===== config.mk =====
export PLATFORM = sky130hd
export DESIGN_NAME = lru_page_replacement_unit_flat
export DESIGN_NICKNAME = d
export VERILOG_FILES = /design/src/sv/lpr_pkg.sv /design/src/sv/lpr_in_if.sv /design/src/sv/lpr_out_if.sv /design/src/sv/lpr_front.sv /design/src/sv/lpr_back.sv /design/src/sv/lru_page_replacement_unit.sv /design/src/flat_wrapper.sv
export SDC_FILE = /design/constraint.sdc
export NUM_CORES = 2
export LEC_CHECK = 0
export BUFFER_PORTS_ARGS = -buffer_cell sky130_fd_sc_hd__buf_4
export CAP_MARGIN = 20
export CORE_MARGIN = 1.5
export CORE_UTILIZATION = 65
export CTS_CLUSTER_DIAMETER = 60
export DETAILED_ROUTE_END_ITERATION = 16
export PLACE_DENSITY = 0.82
export RECOVER_POWER = 50
export SYNTH_ARGS = -nofsm -noshare
export SYNTH_HDL_FRONTEND = slang
export SYNTH_HIERARCHICAL = 1
export SYNTH_SLANG_ARGS = --single-unit

===== constraint.sdc =====
create_clock -name clk -period 5.4 [get_ports clk]
set_input_delay 0.27 -clock clk [delete_from_list [all_inputs] [get_ports clk]]
set_output_delay 0.27 -clock clk [all_outputs]
set_load 0.005 [all_outputs]

===== src/sv/lpr_pkg.sv =====
// ----------------------------------------------------------------------------
// LRU page replacement: shared types and constants
// Field widths of the reference and result words, and the queue word type.
// ----------------------------------------------------------------------------
package lpr_pkg;

    localparam int PAGE_W      = 16;  // page field width on the ports
    localparam int FRAME_OUT_W = 4;   // reported frame index width
    localparam int FAULT_W     = 16;  // fault counter width
    localparam int CFG_W       = 5;   // frames_in_use register width
    localparam int CFG_RESET   = 16;  // frames_in_use after reset

    localparam logic [FAULT_W-1:0] FAULT_MAX = {FAULT_W{1'b1}};

    // One page reference as it travels through the queue.
    typedef struct packed {
        logic [PAGE_W-1:0] page;
        logic              end_of_string;
    } lpr_item_t;

    // One result word.
    typedef struct packed {
        logic                   hit;
        logic [FRAME_OUT_W-1:0] frame_index;
        logic                   evicted_valid;
        logic [PAGE_W-1:0]      evicted_page;
        logic [FAULT_W-1:0]     fault_count;
    } lpr_result_t;

endpackage


===== src/sv/lpr_in_if.sv =====
// ----------------------------------------------------------------------------
// LRU page replacement: reference channel
// Valid/ready channel that carries one page reference per word.
// ----------------------------------------------------------------------------
interface lpr_in_if
    import lpr_pkg::*;
();
    logic              valid;
    logic              ready;
    logic [PAGE_W-1:0] page;
    logic              end_of_string;

    modport source (output valid, output page, output end_of_string, input ready);
    modport sink   (input valid, input page, input end_of_string, output ready);
endinterface


===== src/sv/lpr_out_if.sv =====
// ----------------------------------------------------------------------------
// LRU page replacement: result channel
// Valid/ready channel that carries one result word per reference.
// ----------------------------------------------------------------------------
interface lpr_out_if
    import lpr_pkg::*;
();
    logic                   valid;
    logic                   ready;
    logic                   hit;
    logic [FRAME_OUT_W-1:0] frame_index;
    logic                   evicted_valid;
    logic [PAGE_W-1:0]      evicted_page;
    logic [FAULT_W-1:0]     fault_count;

    modport source (output valid, output hit, output frame_index, output evicted_valid,
                    output evicted_page, output fault_count, input ready);
    modport sink   (input valid, input hit, input frame_index, input evicted_valid,
                    input evicted_page, input fault_count, output ready);
endinterface


===== src/sv/lpr_front.sv =====
// ----------------------------------------------------------------------------
// LRU page replacement: front end
// Accept reference words, mask the page number and queue them for the back end.
// ----------------------------------------------------------------------------
module lpr_front
    import lpr_pkg::*;
#(
    parameter int PAGE_BITS = 16
) (
    input  logic       clk,
    input  logic       rst_n,
    lpr_in_if.sink     in_ch,
    output logic       q_valid,
    output lpr_item_t  q_item,
    input  logic       q_pop
);

    localparam int STORE_W = (PAGE_BITS < PAGE_W) ? PAGE_BITS : PAGE_W;
    localparam logic [PAGE_W-1:0] PAGE_MASK = {PAGE_W{1'b1}} >> (PAGE_W - STORE_W);
    localparam logic [1:0] Q_DEPTH = 2'd2;

    lpr_item_t  slot_reg [2];
    logic [1:0] count_reg, count_next;
    logic       rd_ptr_reg, wr_ptr_reg;
    logic       push;

    assign in_ch.ready = (count_reg != Q_DEPTH);
    assign push        = in_ch.valid && in_ch.ready;
    assign q_valid     = (count_reg != 2'd0);
    assign q_item      = slot_reg[rd_ptr_reg];

    always_comb
    begin
        count_next = count_reg;
        if (push && !q_pop)
        begin
            count_next = count_reg + 2'd1;
        end
        else if (!push && q_pop)
        begin
            count_next = count_reg - 2'd1;
        end
    end

    always_ff @(posedge clk or negedge rst_n)
    begin
        if (!rst_n)
        begin
            count_reg  <= 2'd0;
            rd_ptr_reg <= 1'b0;
            wr_ptr_reg <= 1'b0;
        end
        else
        begin
            count_reg <= count_next;
            if (push)
            begin
                wr_ptr_reg <= ~wr_ptr_reg;
            end
            if (q_pop)
            begin
                rd_ptr_reg <= ~rd_ptr_reg;
            end
        end
    end

    // Drop page bits above the stored width.
    always_ff @(posedge clk)
    begin
        if (push)
        begin
            slot_reg[wr_ptr_reg].page          <= in_ch.page & PAGE_MASK;
            slot_reg[wr_ptr_reg].end_of_string <= in_ch.end_of_string;
        end
    end

endmodule


===== src/sv/lpr_back.sv =====
// ----------------------------------------------------------------------------
// LRU page replacement: back end
// Frame table, recency ranks, lookup and update sequencer, result register.
// ----------------------------------------------------------------------------
module lpr_back
    import lpr_pkg::*;
#(
    parameter int FRAMES    = 16,
    parameter int PAGE_BITS = 16
) (
    input  logic             clk,
    input  logic             rst_n,
    input  logic             cfg_we,
    input  logic [CFG_W-1:0] cfg_wdata,
    input  logic             q_valid,
    input  lpr_item_t        q_item,
    output logic             q_pop,
    lpr_out_if.source        out_ch
);

    localparam int STORE_W = (PAGE_BITS < PAGE_W) ? PAGE_BITS : PAGE_W;
    localparam int IDX_W   = (FRAMES > 1) ? $clog2(FRAMES) : 1;
    localparam int CNT_W   = $clog2(FRAMES + 1);
    localparam int RESET_N = (CFG_RESET > FRAMES) ? FRAMES : CFG_RESET;

    localparam logic [1:0] S_IDLE = 2'd0;
    localparam logic [1:0] S_LOOK = 2'd1;
    localparam logic [1:0] S_UPD  = 2'd2;

    logic [1:0]         state_reg, state_next;
    logic [STORE_W-1:0] page_reg [FRAMES];
    logic [IDX_W-1:0]   rank_reg [FRAMES];
    logic [IDX_W-1:0]   rank_next [FRAMES];
    logic [FRAMES-1:0]  valid_reg, valid_next;
    logic [FRAMES-1:0]  active_reg, active_next;
    logic [CNT_W-1:0]   vcount_reg, vcount_next;
    logic [FAULT_W-1:0] faults_reg, faults_next;

    lpr_item_t          cur_reg;
    logic [FRAMES-1:0]  hit_vec_reg, fill_vec_reg, victim_vec_reg;
    logic               hit_any_reg, fill_any_reg;
    logic [FRAMES-1:0]  hit_raw, fill_raw, is_min;

    logic [FRAMES-1:0]  sel_vec;
    logic [IDX_W-1:0]   sel_idx;
    logic [IDX_W-1:0]   sel_rank;
    logic [STORE_W-1:0] sel_page;
    logic               upd_fire;
    logic               do_touch;
    logic [6:0]         n_wide, n_clamp;

    lpr_result_t        res_reg, res_next;
    logic               out_valid_reg;

    // ---------------- configuration ----------------
    always_comb
    begin
        n_wide  = {2'b00, cfg_wdata};
        n_clamp = n_wide;
        if (n_wide == 7'd0)
        begin
            n_clamp = 7'd1;
        end
        else if (n_wide > 7'(FRAMES))
        begin
            n_clamp = 7'(FRAMES);
        end
        for (int i = 0; i < FRAMES; i++)
        begin
            active_next[i] = (7'(i) < n_clamp);
        end
    end

    // ---------------- sequencer ----------------
    assign upd_fire = (state_reg == S_UPD) && (!out_valid_reg || out_ch.ready);
    assign q_pop    = q_valid && ((state_reg == S_IDLE) || upd_fire);

    always_comb
    begin
        state_next = state_reg;
        case (state_reg)
            S_IDLE:
            begin
                if (q_pop)
                begin
                    state_next = S_LOOK;
                end
            end
            S_LOOK:
            begin
                state_next = S_UPD;
            end
            S_UPD:
            begin
                if (upd_fire)
                begin
                    state_next = q_pop ? S_LOOK : S_IDLE;
                end
            end
            default:
            begin
                state_next = S_IDLE;
            end
        endcase
    end

    // ---------------- lookup ----------------
    always_comb
    begin
        for (int i = 0; i < FRAMES; i++)
        begin
            hit_raw[i]  = active_reg[i] && valid_reg[i]
                          && (page_reg[i] == cur_reg.page[STORE_W-1:0]);
            fill_raw[i] = active_reg[i] && !valid_reg[i];
            is_min[i]   = active_reg[i];
            for (int j = 0; j < FRAMES; j++)
            begin
                if (active_reg[j] && (rank_reg[j] < rank_reg[i]))
                begin
                    is_min[i] = 1'b0;
                end
            end
        end
    end

    // Keep the lowest-numbered match only.
    always_ff @(posedge clk)
    begin
        if (q_pop)
        begin
            cur_reg <= q_item;
        end
        if (state_reg == S_LOOK)
        begin
            hit_vec_reg    <= hit_raw & (~hit_raw + FRAMES'(1));
            fill_vec_reg   <= fill_raw & (~fill_raw + FRAMES'(1));
            victim_vec_reg <= is_min & (~is_min + FRAMES'(1));
            hit_any_reg    <= |hit_raw;
            fill_any_reg   <= |fill_raw;
        end
    end

    // ---------------- update ----------------
    always_comb
    begin
        if (hit_any_reg)
        begin
            sel_vec = hit_vec_reg;
        end
        else if (fill_any_reg)
        begin
            sel_vec = fill_vec_reg;
        end
        else
        begin
            sel_vec = victim_vec_reg;
        end
        sel_idx  = '0;
        sel_rank = '0;
        sel_page = '0;
        for (int i = 0; i < FRAMES; i++)
        begin
            if (sel_vec[i])
            begin
                sel_idx  = sel_idx | IDX_W'(i);
                sel_rank = sel_rank | rank_reg[i];
                sel_page = sel_page | page_reg[i];
            end
        end
    end

    assign do_touch = hit_any_reg || !fill_any_reg;

    always_comb
    begin
        valid_next  = valid_reg;
        vcount_next = vcount_reg;
        faults_next = faults_reg;
        for (int i = 0; i < FRAMES; i++)
        begin
            rank_next[i] = rank_reg[i];
        end

        if (do_touch)
        begin
            // Move the chosen frame to the most recent end.
            for (int i = 0; i < FRAMES; i++)
            begin
                if (valid_reg[i] && (rank_reg[i] > sel_rank))
                begin
                    rank_next[i] = rank_reg[i] - IDX_W'(1);
                end
            end
            rank_next[sel_idx] = IDX_W'(vcount_reg - CNT_W'(1));
        end
        else
        begin
            rank_next[sel_idx]  = IDX_W'(vcount_reg);
            valid_next[sel_idx] = 1'b1;
            vcount_next         = vcount_reg + CNT_W'(1);
        end

        if (!hit_any_reg && (faults_reg != FAULT_MAX))
        begin
            faults_next = faults_reg + FAULT_W'(1);
        end

        res_next.hit           = hit_any_reg;
        res_next.frame_index   = FRAME_OUT_W'(sel_idx);
        res_next.evicted_valid = !hit_any_reg && !fill_any_reg;
        res_next.evicted_page  = (!hit_any_reg && !fill_any_reg) ? PAGE_W'(sel_page) : '0;
        res_next.fault_count   = faults_next;

        // Clear the string after its last reference.
        if (cur_reg.end_of_string)
        begin
            valid_next  = '0;
            vcount_next = '0;
            faults_next = '0;
            for (int i = 0; i < FRAMES; i++)
            begin
                rank_next[i] = '0;
            end
        end
    end

    always_ff @(posedge clk or negedge rst_n)
    begin
        if (!rst_n)
        begin
            state_reg     <= S_IDLE;
            valid_reg     <= '0;
            vcount_reg    <= '0;
            faults_reg    <= '0;
            out_valid_reg <= 1'b0;
            for (int i = 0; i < FRAMES; i++)
            begin
                rank_reg[i]   <= '0;
                active_reg[i] <= (i < RESET_N);
            end
        end
        else
        begin
            state_reg <= state_next;
            if (cfg_we)
            begin
                active_reg <= active_next;
            end
            if (upd_fire)
            begin
                valid_reg  <= valid_next;
                vcount_reg <= vcount_next;
                faults_reg <= faults_next;
                for (int i = 0; i < FRAMES; i++)
                begin
                    rank_reg[i] <= rank_next[i];
                end
            end
            if (upd_fire)
            begin
                out_valid_reg <= 1'b1;
            end
            else if (out_ch.ready)
            begin
                out_valid_reg <= 1'b0;
            end
        end
    end

    always_ff @(posedge clk)
    begin
        if (upd_fire)
        begin
            res_reg <= res_next;
            if (!hit_any_reg)
            begin
                page_reg[sel_idx] <= cur_reg.page[STORE_W-1:0];
            end
        end
    end

    assign out_ch.valid         = out_valid_reg;
    assign out_ch.hit           = res_reg.hit;
    assign out_ch.frame_index   = res_reg.frame_index;
    assign out_ch.evicted_valid = res_reg.evicted_valid;
    assign out_ch.evicted_page  = res_reg.evicted_page;
    assign out_ch.fault_count   = res_reg.fault_count;

    // ---------------- checks ----------------
    a_vcount: assert property (@(posedge clk) disable iff (!rst_n)
        vcount_reg == CNT_W'($countones(valid_reg)))
        else $error("valid count out of step with valid bits");

    a_victim: assert property (@(posedge clk) disable iff (!rst_n)
        (state_reg == S_UPD) && !hit_any_reg && !fill_any_reg |-> $onehot(victim_vec_reg))
        else $error("no unique least recently used frame");

    a_clear: assert property (@(posedge clk) disable iff (!rst_n)
        upd_fire && cur_reg.end_of_string |=> (valid_reg == '0) && (faults_reg == '0))
        else $error("string not cleared after its last reference");

    a_hit_evict: assert property (@(posedge clk) disable iff (!rst_n)
        out_valid_reg |-> !(res_reg.hit && res_reg.evicted_valid))
        else $error("hit reported with an eviction");

endmodule


===== src/sv/lru_page_replacement_unit.sv =====
// ----------------------------------------------------------------------------
// LRU page replacement unit
// Looks up page references among the active frames, fills or replaces the
// least recently used frame on a fault, and reports one result per reference.
// ----------------------------------------------------------------------------
// Path: input queue, current reference, lookup vectors, result register.
// References go one at a time: a lookup step, then an update step; both share
//   the frame table and recency ranks, and a held result stalls the update.
// Input queue holds 2 words; the result register frees the back end when taken.
// Reset: frames empty, ranks and fault count zero, frames_in_use = 16;
//   no clearing pass, the unit accepts words right after reset.
// ----------------------------------------------------------------------------
module lru_page_replacement_unit
    import lpr_pkg::*;
#(
    parameter int FRAMES    = 16,
    parameter int PAGE_BITS = 16
) (
    input  logic             clk,
    input  logic             rst_n,
    lpr_in_if.sink           in_ch,
    lpr_out_if.source        out_ch,
    input  logic             cfg_we,
    input  logic [CFG_W-1:0] cfg_wdata
);

    // Queue between front and back: the back end pops one word per item.
    logic      q_valid;
    logic      q_pop;
    lpr_item_t q_item;

    // Front: accept reference words, mask the page, hold them in a short queue.
    lpr_front #(
        .PAGE_BITS (PAGE_BITS)
    ) u_front (
        .clk     (clk),
        .rst_n   (rst_n),
        .in_ch   (in_ch),
        .q_valid (q_valid),
        .q_item  (q_item),
        .q_pop   (q_pop)
    );

    // Back: a lookup step, then an update of frame state and result.
    // Advance only when the result register is free or being taken.
    lpr_back #(
        .FRAMES    (FRAMES),
        .PAGE_BITS (PAGE_BITS)
    ) u_back (
        .clk       (clk),
        .rst_n     (rst_n),
        .cfg_we    (cfg_we),
        .cfg_wdata (cfg_wdata),
        .q_valid   (q_valid),
        .q_item    (q_item),
        .q_pop     (q_pop),
        .out_ch    (out_ch)
    );

endmodule


===== src/flat_wrapper.sv =====
// flat-port wrapper written by rule: the top's interface ports become plain ports
module lru_page_replacement_unit_flat import lpr_pkg::*;
#(
    parameter int FRAMES    = 16,
    parameter int PAGE_BITS = 16
)
  (clk, rst_n, cfg_we, cfg_wdata, in_ch_valid, in_ch_page, in_ch_end_of_string, in_ch_ready, out_ch_valid, out_ch_hit, out_ch_frame_index, out_ch_evicted_valid, out_ch_evicted_page, out_ch_fault_count, out_ch_ready);
  lpr_in_if in_ch_i ();
  lpr_out_if out_ch_i ();
  input  logic clk;
  input  logic rst_n;
  input  logic cfg_we;
  input  logic [CFG_W-1:0] cfg_wdata;
  input wire logic [$bits(in_ch_i.valid)-1:0] in_ch_valid;
  input wire logic [$bits(in_ch_i.page)-1:0] in_ch_page;
  input wire logic [$bits(in_ch_i.end_of_string)-1:0] in_ch_end_of_string;
  output wire logic [$bits(in_ch_i.ready)-1:0] in_ch_ready;
  output wire logic [$bits(out_ch_i.valid)-1:0] out_ch_valid;
  output wire logic [$bits(out_ch_i.hit)-1:0] out_ch_hit;
  output wire logic [$bits(out_ch_i.frame_index)-1:0] out_ch_frame_index;
  output wire logic [$bits(out_ch_i.evicted_valid)-1:0] out_ch_evicted_valid;
  output wire logic [$bits(out_ch_i.evicted_page)-1:0] out_ch_evicted_page;
  output wire logic [$bits(out_ch_i.fault_count)-1:0] out_ch_fault_count;
  input wire logic [$bits(out_ch_i.ready)-1:0] out_ch_ready;
  assign in_ch_i.valid = in_ch_valid;
  assign in_ch_i.page = in_ch_page;
  assign in_ch_i.end_of_string = in_ch_end_of_string;
  assign in_ch_ready = in_ch_i.ready;
  assign out_ch_valid = out_ch_i.valid;
  assign out_ch_hit = out_ch_i.hit;
  assign out_ch_frame_index = out_ch_i.frame_index;
  assign out_ch_evicted_valid = out_ch_i.evicted_valid;
  assign out_ch_evicted_page = out_ch_i.evicted_page;
  assign out_ch_fault_count = out_ch_i.fault_count;
  assign out_ch_i.ready = out_ch_ready;
  lru_page_replacement_unit #(.FRAMES(FRAMES), .PAGE_BITS(PAGE_BITS)) u_core (.clk(clk), .rst_n(rst_n), .in_ch(in_ch_i), .out_ch(out_ch_i), .cfg_we(cfg_we), .cfg_wdata(cfg_wdata));
endmodule

-- Word-level counts from Yosys, hierarchy flattened
Memory sizes are Yosys's and may differ from the RTL's. A register that Yosys moved wholly into a read port is not among the register bits.
Cells that the tools add are included.
- order comparisons: 293
- bitwise operators: 40
- add/sub/neg operators: 24
- muxes and demuxes: 366
- reduce and logical (&&, ||, !) cells: 362
- eq/ne operators: 23
- operators with widths (operator ; count):
    < comparator 4 bit ; 256
    two-way mux 16 bit ; 22
    logical AND 1 bit ; 329
    two-way mux 1 bit ; 266
    equality test 16 bit ; 16
    OR 16 bit ; 16
    two-way mux 4 bit ; 57
    bitwise mux 64 bit ; 2
    two-way mux 64 bit ; 2
    subtractor 4 x 1 -> 4 bit (second input constant) ; 17
    adder 16 x 1 -> 16 bit (second input constant) ; 4
    greater-than comparator 4 bit ; 16
    OR 4 bit ; 15
    < comparator 4 x 7 -> 1 bit (first input constant) ; 8
    AND 16 bit ; 3
    NOT 16 bit ; 3
    OR reduction 16 bit ; 2
    < comparator 3 x 7 -> 1 bit (first input constant) ; 4
    logical NOT 1 bit ; 21
    demux 4 bit (select 4 bit) ; 1
    != test 16 bit (second input constant) ; 1
    two-way mux 5 bit ; 3
    < comparator 1 x 7 -> 1 bit (first input constant) ; 2
    < comparator 2 x 7 -> 1 bit (first input constant) ; 2
    other kinds (23) ; 40
- memories: 2
- output and inout bits: 40
- word-level logic and storage cells: 1145
- input bits: 27
- RAM bits: 290
- bits in registers: 212
- memory list (memory ; depth ; width ; read ports ; clocked after memory_dff ; wr ports ; line ; RTL):
    u_core.u_back.page_reg ; 16 ; 16 ; 16 ; 0 ; 1 ; lpr_back.sv:31 ; logic [STORE_W-1:0] page_reg [FRAMES];
    u_core.u_front.slot_reg ; 2 ; 17 ; 1 ; 1 ; 1 ; lpr_front.sv:22 ; lpr_item_t slot_reg [2];

-- Longest topological paths before layout
- depth in word-level cells: 40
- gate-level depth with buffers: 18
- mapped depth without buffers: 15

-- Hierarchy
The synthesis kept the hierarchy.
- modules (own cells, without submodules) (module ; seq. area each (sq um) ; cells each ; instances ; area each (sq um)):
    lpr_back ; 13838.3 ; 3609 ; 1 ; 36243.5
    lpr_front ; 1121.1 ; 71 ; 1 ; 1471.4

-- Least setup slack after synthesis
Ideal clock, no wire load.
- path type: reg-to-reg
- start: reg u_core.u_back.fill_any_reg
- end: reg u_core/u_back/rank_reg[55] in the netlist's numbering
- path buffers: 3
- clock period less this slack: 4.167 ns
- setup slack: 1.233 ns
- arrival time: 4.087 ns
- stages on the path, launching flop included: 19
- library setup time: 0.080 ns
- data required time: 5.320 ns
- cells stage by stage: edfxtp_1 -> buf_6 -> buf_6 -> mux2i_1 -> o21ai_1 -> clkbuf_1 -> a22o_1 -> a221oi_1 -> nand3_1 -> nor2_1 -> ha_1 -> nor2b_1 -> o21a_1 -> o21a_1 -> o211ai_1 -> nor2_1 -> o31ai_1 -> o21ai_0 -> o21ai_1
- word-level cells in the longest chain between the ends: 40
- elaborated cells between the ends (all ways): 64
- those cells by class: 3 x order compare; 41 x mux; 16 x bitwise; 4 x reduce/logical
- RTL lines (element ; line ; RTL):
    start: declaration ; lpr_back.sv:41 ; logic hit_any_reg, fill_any_reg;
    start signal: assignment ; lpr_back.sv:139 ; fill_any_reg <= |fill_raw;
    two-way mux 16 bit ; lpr_back.sv:150 ; else if (fill_any_reg)
    two-way mux 16 bit ; lpr_back.sv:146 ; if (hit_any_reg)
    two-way mux 4 bit ; lpr_back.sv:163 ; if (sel_vec[i])
    OR 4 bit ; lpr_back.sv:166 ; sel_rank = sel_rank | rank_reg[i];
    two-way mux 4 bit ; lpr_back.sv:163 ;
    OR 4 bit ; lpr_back.sv:166 ;
    two-way mux 4 bit ; lpr_back.sv:163 ;
    OR 4 bit ; lpr_back.sv:166 ;
    [24 not listed] ; - ;
    two-way mux 4 bit ; lpr_back.sv:163 ;
    greater-than comparator 4 bit ; lpr_back.sv:189 ; if (valid_reg[i] && (rank_reg[i] > sel_rank))
    logical AND 1 bit ; lpr_back.sv:189 ;
    two-way mux 4 bit ; lpr_back.sv:189 ;
    two-way mux 4 bit ; lpr_back.sv:184 ; if (do_touch)
    bitwise mux 64 bit ; lpr_back.sv:194 ; rank_next[sel_idx] = IDX_W'(vcount_reg - CNT_W'(1));
    two-way mux 64 bit * ; lpr_back.sv:184 ;
    two-way mux 64 bit * ; lpr_back.sv:215 ; if (cur_reg.end_of_string)
    end signal: indexed assignment ; lpr_back.sv:256 ; rank_reg[i] <= rank_next[i];
    end: declaration ; lpr_back.sv:32 ; logic [IDX_W-1:0] rank_reg [FRAMES];
Every way passes the cells marked *; elsewhere a longest branch is shown, timed or not. The select of a mux whose other input is x is not followed.
A chain may end at the register's enable or synchronous reset.

-- Worst setup path in the final report
- start: reg u_core/u_back/cur_reg[4] (netlist name)
- end: reg u_core.u_back.hit_any_reg, data pin
- word-level cells in the longest chain between the ends: 3
- elaborated cells between the ends (all ways): 33
- those cells by class: 16 x eq/ne; 17 x reduce/logical
- RTL lines (element ; line ; RTL):
    equality test 16 bit ; lpr_back.sv:113 ; && (page_reg[i] == cur_reg.page[STORE_W-1:0]);
    logical AND 1 bit ; lpr_back.sv:113 ;
    OR reduction 16 bit * ; lpr_back.sv:138 ; hit_any_reg <= |hit_raw;
    end signal: assignment ; lpr_back.sv:138 ;
    end: declaration ; lpr_back.sv:41 ;
Every way passes the cells marked *; elsewhere a longest branch is shown, timed or not.

==> reports/qor.txt <==
per-cell routed wire length -> 31.95 um
Final WS setup -> 0.3377 ns
average size of a mapped cell -> 10.25 um^2
number of global-route vias before repair -> 33050
initial antenna violation count -> 5
met1 wire length -> 48140 um
Power, Total -> 24.56 mW
Final Hold Fails -> 0
met2 WL -> 60580 um
IO Count -> 67
FF-to-FF path depth -> 10
GRT Overall Usage -> 49.70%
core region area -> 0.05748 mm^2
Max Clock Freq -> 197.5 MHz
max reg flops -> 256
DP Area -> 0.03966 mm^2
maximum vdd drop -> 0.5658 mV
clock buffer count from CTS -> 53
most common cell after layout, fill and taps aside -> ha_1
crit start category -> flip-flop
max_cap viols -> 11
# fillers -> 4128
drt first pass iters -> 8
CP endpoint -> u_core/u_back/hit_any_reg
Placed Cells incl. Taps -> 4510
Yosys cell types -> 80
grt ovf -> 0
Placer Congestion -> 1.090
syn_nets -> 4271
IO buf count -> 66
H-tree depth -> 2
largest net degree at the start of global routing -> 94
yosys warns -> 6
post-layout minimum cycle time -> 5.062 ns
Tightest Pin Transition -> 4.434 ns
synthesized cell area -> 0.03771 mm^2
asr flop ratio synth -> 23.75%
Syn Inst Count -> 3680
Tcrit/Tclk final -> 93.75%
Yosys top cell by area -> edfxtp_1
Power Dens Cells -> 592.1 mW/mm^2
TritonCTS clock tree -> built
top layer in use -> met5
die area -> 0.05948 mm^2
Die Y -> 243.9 um
Yosys top cell area share -> 31.45%
setup TNS -> 0 ns
cts repair resizes -> 0
Rel. slew slack -> -195.6%
Iter 0 DRT Violations -> 5786
first-pass GRT wire length -> 216600 um
setup slack after placement -> 0.6543 ns
final setup violation count -> 0
Post-route DRC -> 0
Syn-to-layout area delta -> 9.989%
die width -> 243.9 um
Max Transition Viols Final -> 364
CTS sink cnt -> 518
CTS root buffer -> clkbuf_16
Yosys reg bits -> 518
failing checks -> max-capacitance violations, max-slew violations
WL final -> 148400 um
clock skew -> 0.02803 ns
Final HPWL DP -> 102900 um
CP arrival -> 5.41 ns
clk buf depth -> 3
worst hold-check path type -> primary input to flip-flop
clock latency on the worst-skew pair -> 0.63 ns
Lkg Pwr -> 16.71 nW
Final ANT Viol Nets -> 0
reg2reg end -> u_core/u_back/hit_any_reg
WP data required -> 5.74 ns
Initial Util -> 65.62%
R2R Path Start -> u_core/u_back/cur_reg[4]
ys flop type -> edfxtp_1
Post-synth EDFFs -> 395
layout cells sized above 1 -> 8.828%
Site Rows -> 88
crit end category -> flip-flop
# nets final -> 4423
metal3 WL -> 22400 um
CTS clock-pin slew for the worst setup and hold paths -> 0.06 ns
register area share after synthesis -> 39.66%
unrepaired setup endpoints after global routing -> false
vias per cell -> 7.462
Final Cell Area -> 0.04148 mm^2
most frequent cells in the layout -> ha_1 (564), edfxtp_1 (395), a21oi_1 (273)
Finished Layout Cells -> 4643
Crit Path Class -> flip-flop to flip-flop
status -> finished with violations
Vias -> 34650
top cells by area, synth -> edfxtp_1 (31%), ha_1 (19%), dfrtp_1 (7.1%)
Critical Path Start -> u_core/u_back/cur_reg[4]
peak fanout along the critical path -> 18
R2R Setup Slk -> 0.34 ns
## area by class of cell
type                    instances  area, um^2  area share (%)
flip-flops and latches        518       14960           36.06
clock inverters                28       252.7          0.6093
clock buffers                  69        1426           3.439
inverters                     196       738.2           1.780
well taps                     765       957.2           2.307
multi-input cells            2833       21480           51.79
diodes                          4       10.01         0.02413
repair buffers                230        1657           3.993
## critical path, stage by stage, from the launching register on
cell      delay, ns
edfxtp_1       0.86
clkbuf_1       1.19
xnor2_1        0.34
nand4_1        0.24
or4_1          0.43
nor4_1         0.15
nor3_1         0.28
nand4b_1       0.19
nor3_1         0.26
nand2b_1       0.16
or4b_2         0.68
## per-layer routing
metal,track usage [%],vias to the layer above
met3,18.81,1105
li1,-,14450
met5,0,-
met4,42.18,8
met1,58.28,15930
met2,71.83,3157
## logic make-up after synthesis
logic type	after synthesis	share of synthesized area, %
XOR/XNOR	280	6.502
flip-flops	518	39.66
adder cells (fa/ha/maj)	564	18.71
multiplexers	42	1.267
AND/OR/NAND/NOR	1034	14.38
buffers and inverters	329	3.543
AO/OA/AOI/OAI	913	15.93
## report_power, final
part	internal, mW	total, mW	switching, mW	leakage, nW
clock	2.02	3.63	1.61	0.832
combinational	5.19	14.5	9.35	10.7
sequential	5.33	6.40	1.07	5.18
## synthesized netlist by cell type, types with 12 or more instances
library cell and count:
o211ai_1 67, or2_2 12, nand3_1 149, or4_1 12, ha_1 564, o21ai_0 117, a221oi_1 44, nand2_1 217
nor2b_1 79, a22oi_1 77, nand2b_1 35, mux2i_1 23, o221a_2 14, xor2_1 52, dfstp_2 16, a31oi_1 64
nor2_1 176, o22ai_1 40, o32ai_1 12, nor3b_1 13, nor3_1 31, a22o_1 73, and2_1 29, a21oi_1 273
o2111ai_1 17, o21a_1 14, nor4_1 40, edfxtp_1 395, a21oi_2 12, inv_1 193, o21ai_1 23, nand4_1 182
xnor2_1 228, clkbuf_1 83, dfrtp_1 107, buf_2 36
## per-stage QoR
| step | utilization, % | hold slack, ns |
|---|---|---|
| after floorplan | - | -0.02559 |
| after CTS | 72.39 | 0.02451 |
| after global routing | 72.16 | 0.07190 |
| after global placement | 69.00 | 0.4022 |
| after detailed placement | 69.00 | 0.4012 |
| final | 72.17 | 0.05005 |
## worst min path at each step
stage / startpoint / endpoint / slack [ns] / depth (start not counted)
finish: cfg_we / u_core/u_back/active_reg[6] / 0.05 / 3
global route: cfg_we / u_core/u_back/active_reg[6] / 0.07 / 3
CTS: cfg_we / u_core/u_back/active_reg[6] / 0.02 / 3
detailed placement: rst_n / u_core/u_back/faults_reg[4] / 0.40 / 1
global placement: rst_n / u_core/u_back/faults_reg[7] / 0.40 / 1
floorplan: rst_n / u_core/u_back/faults_reg[0] / -0.03 / 0
## what timing repair did
action                    4_1_cts  5_1_grt
hold endpoints to repair      121        0
buffers inserted                0        0
hold buffers                   27        0
Note: power is estimated with default switching activity, not from simulation.
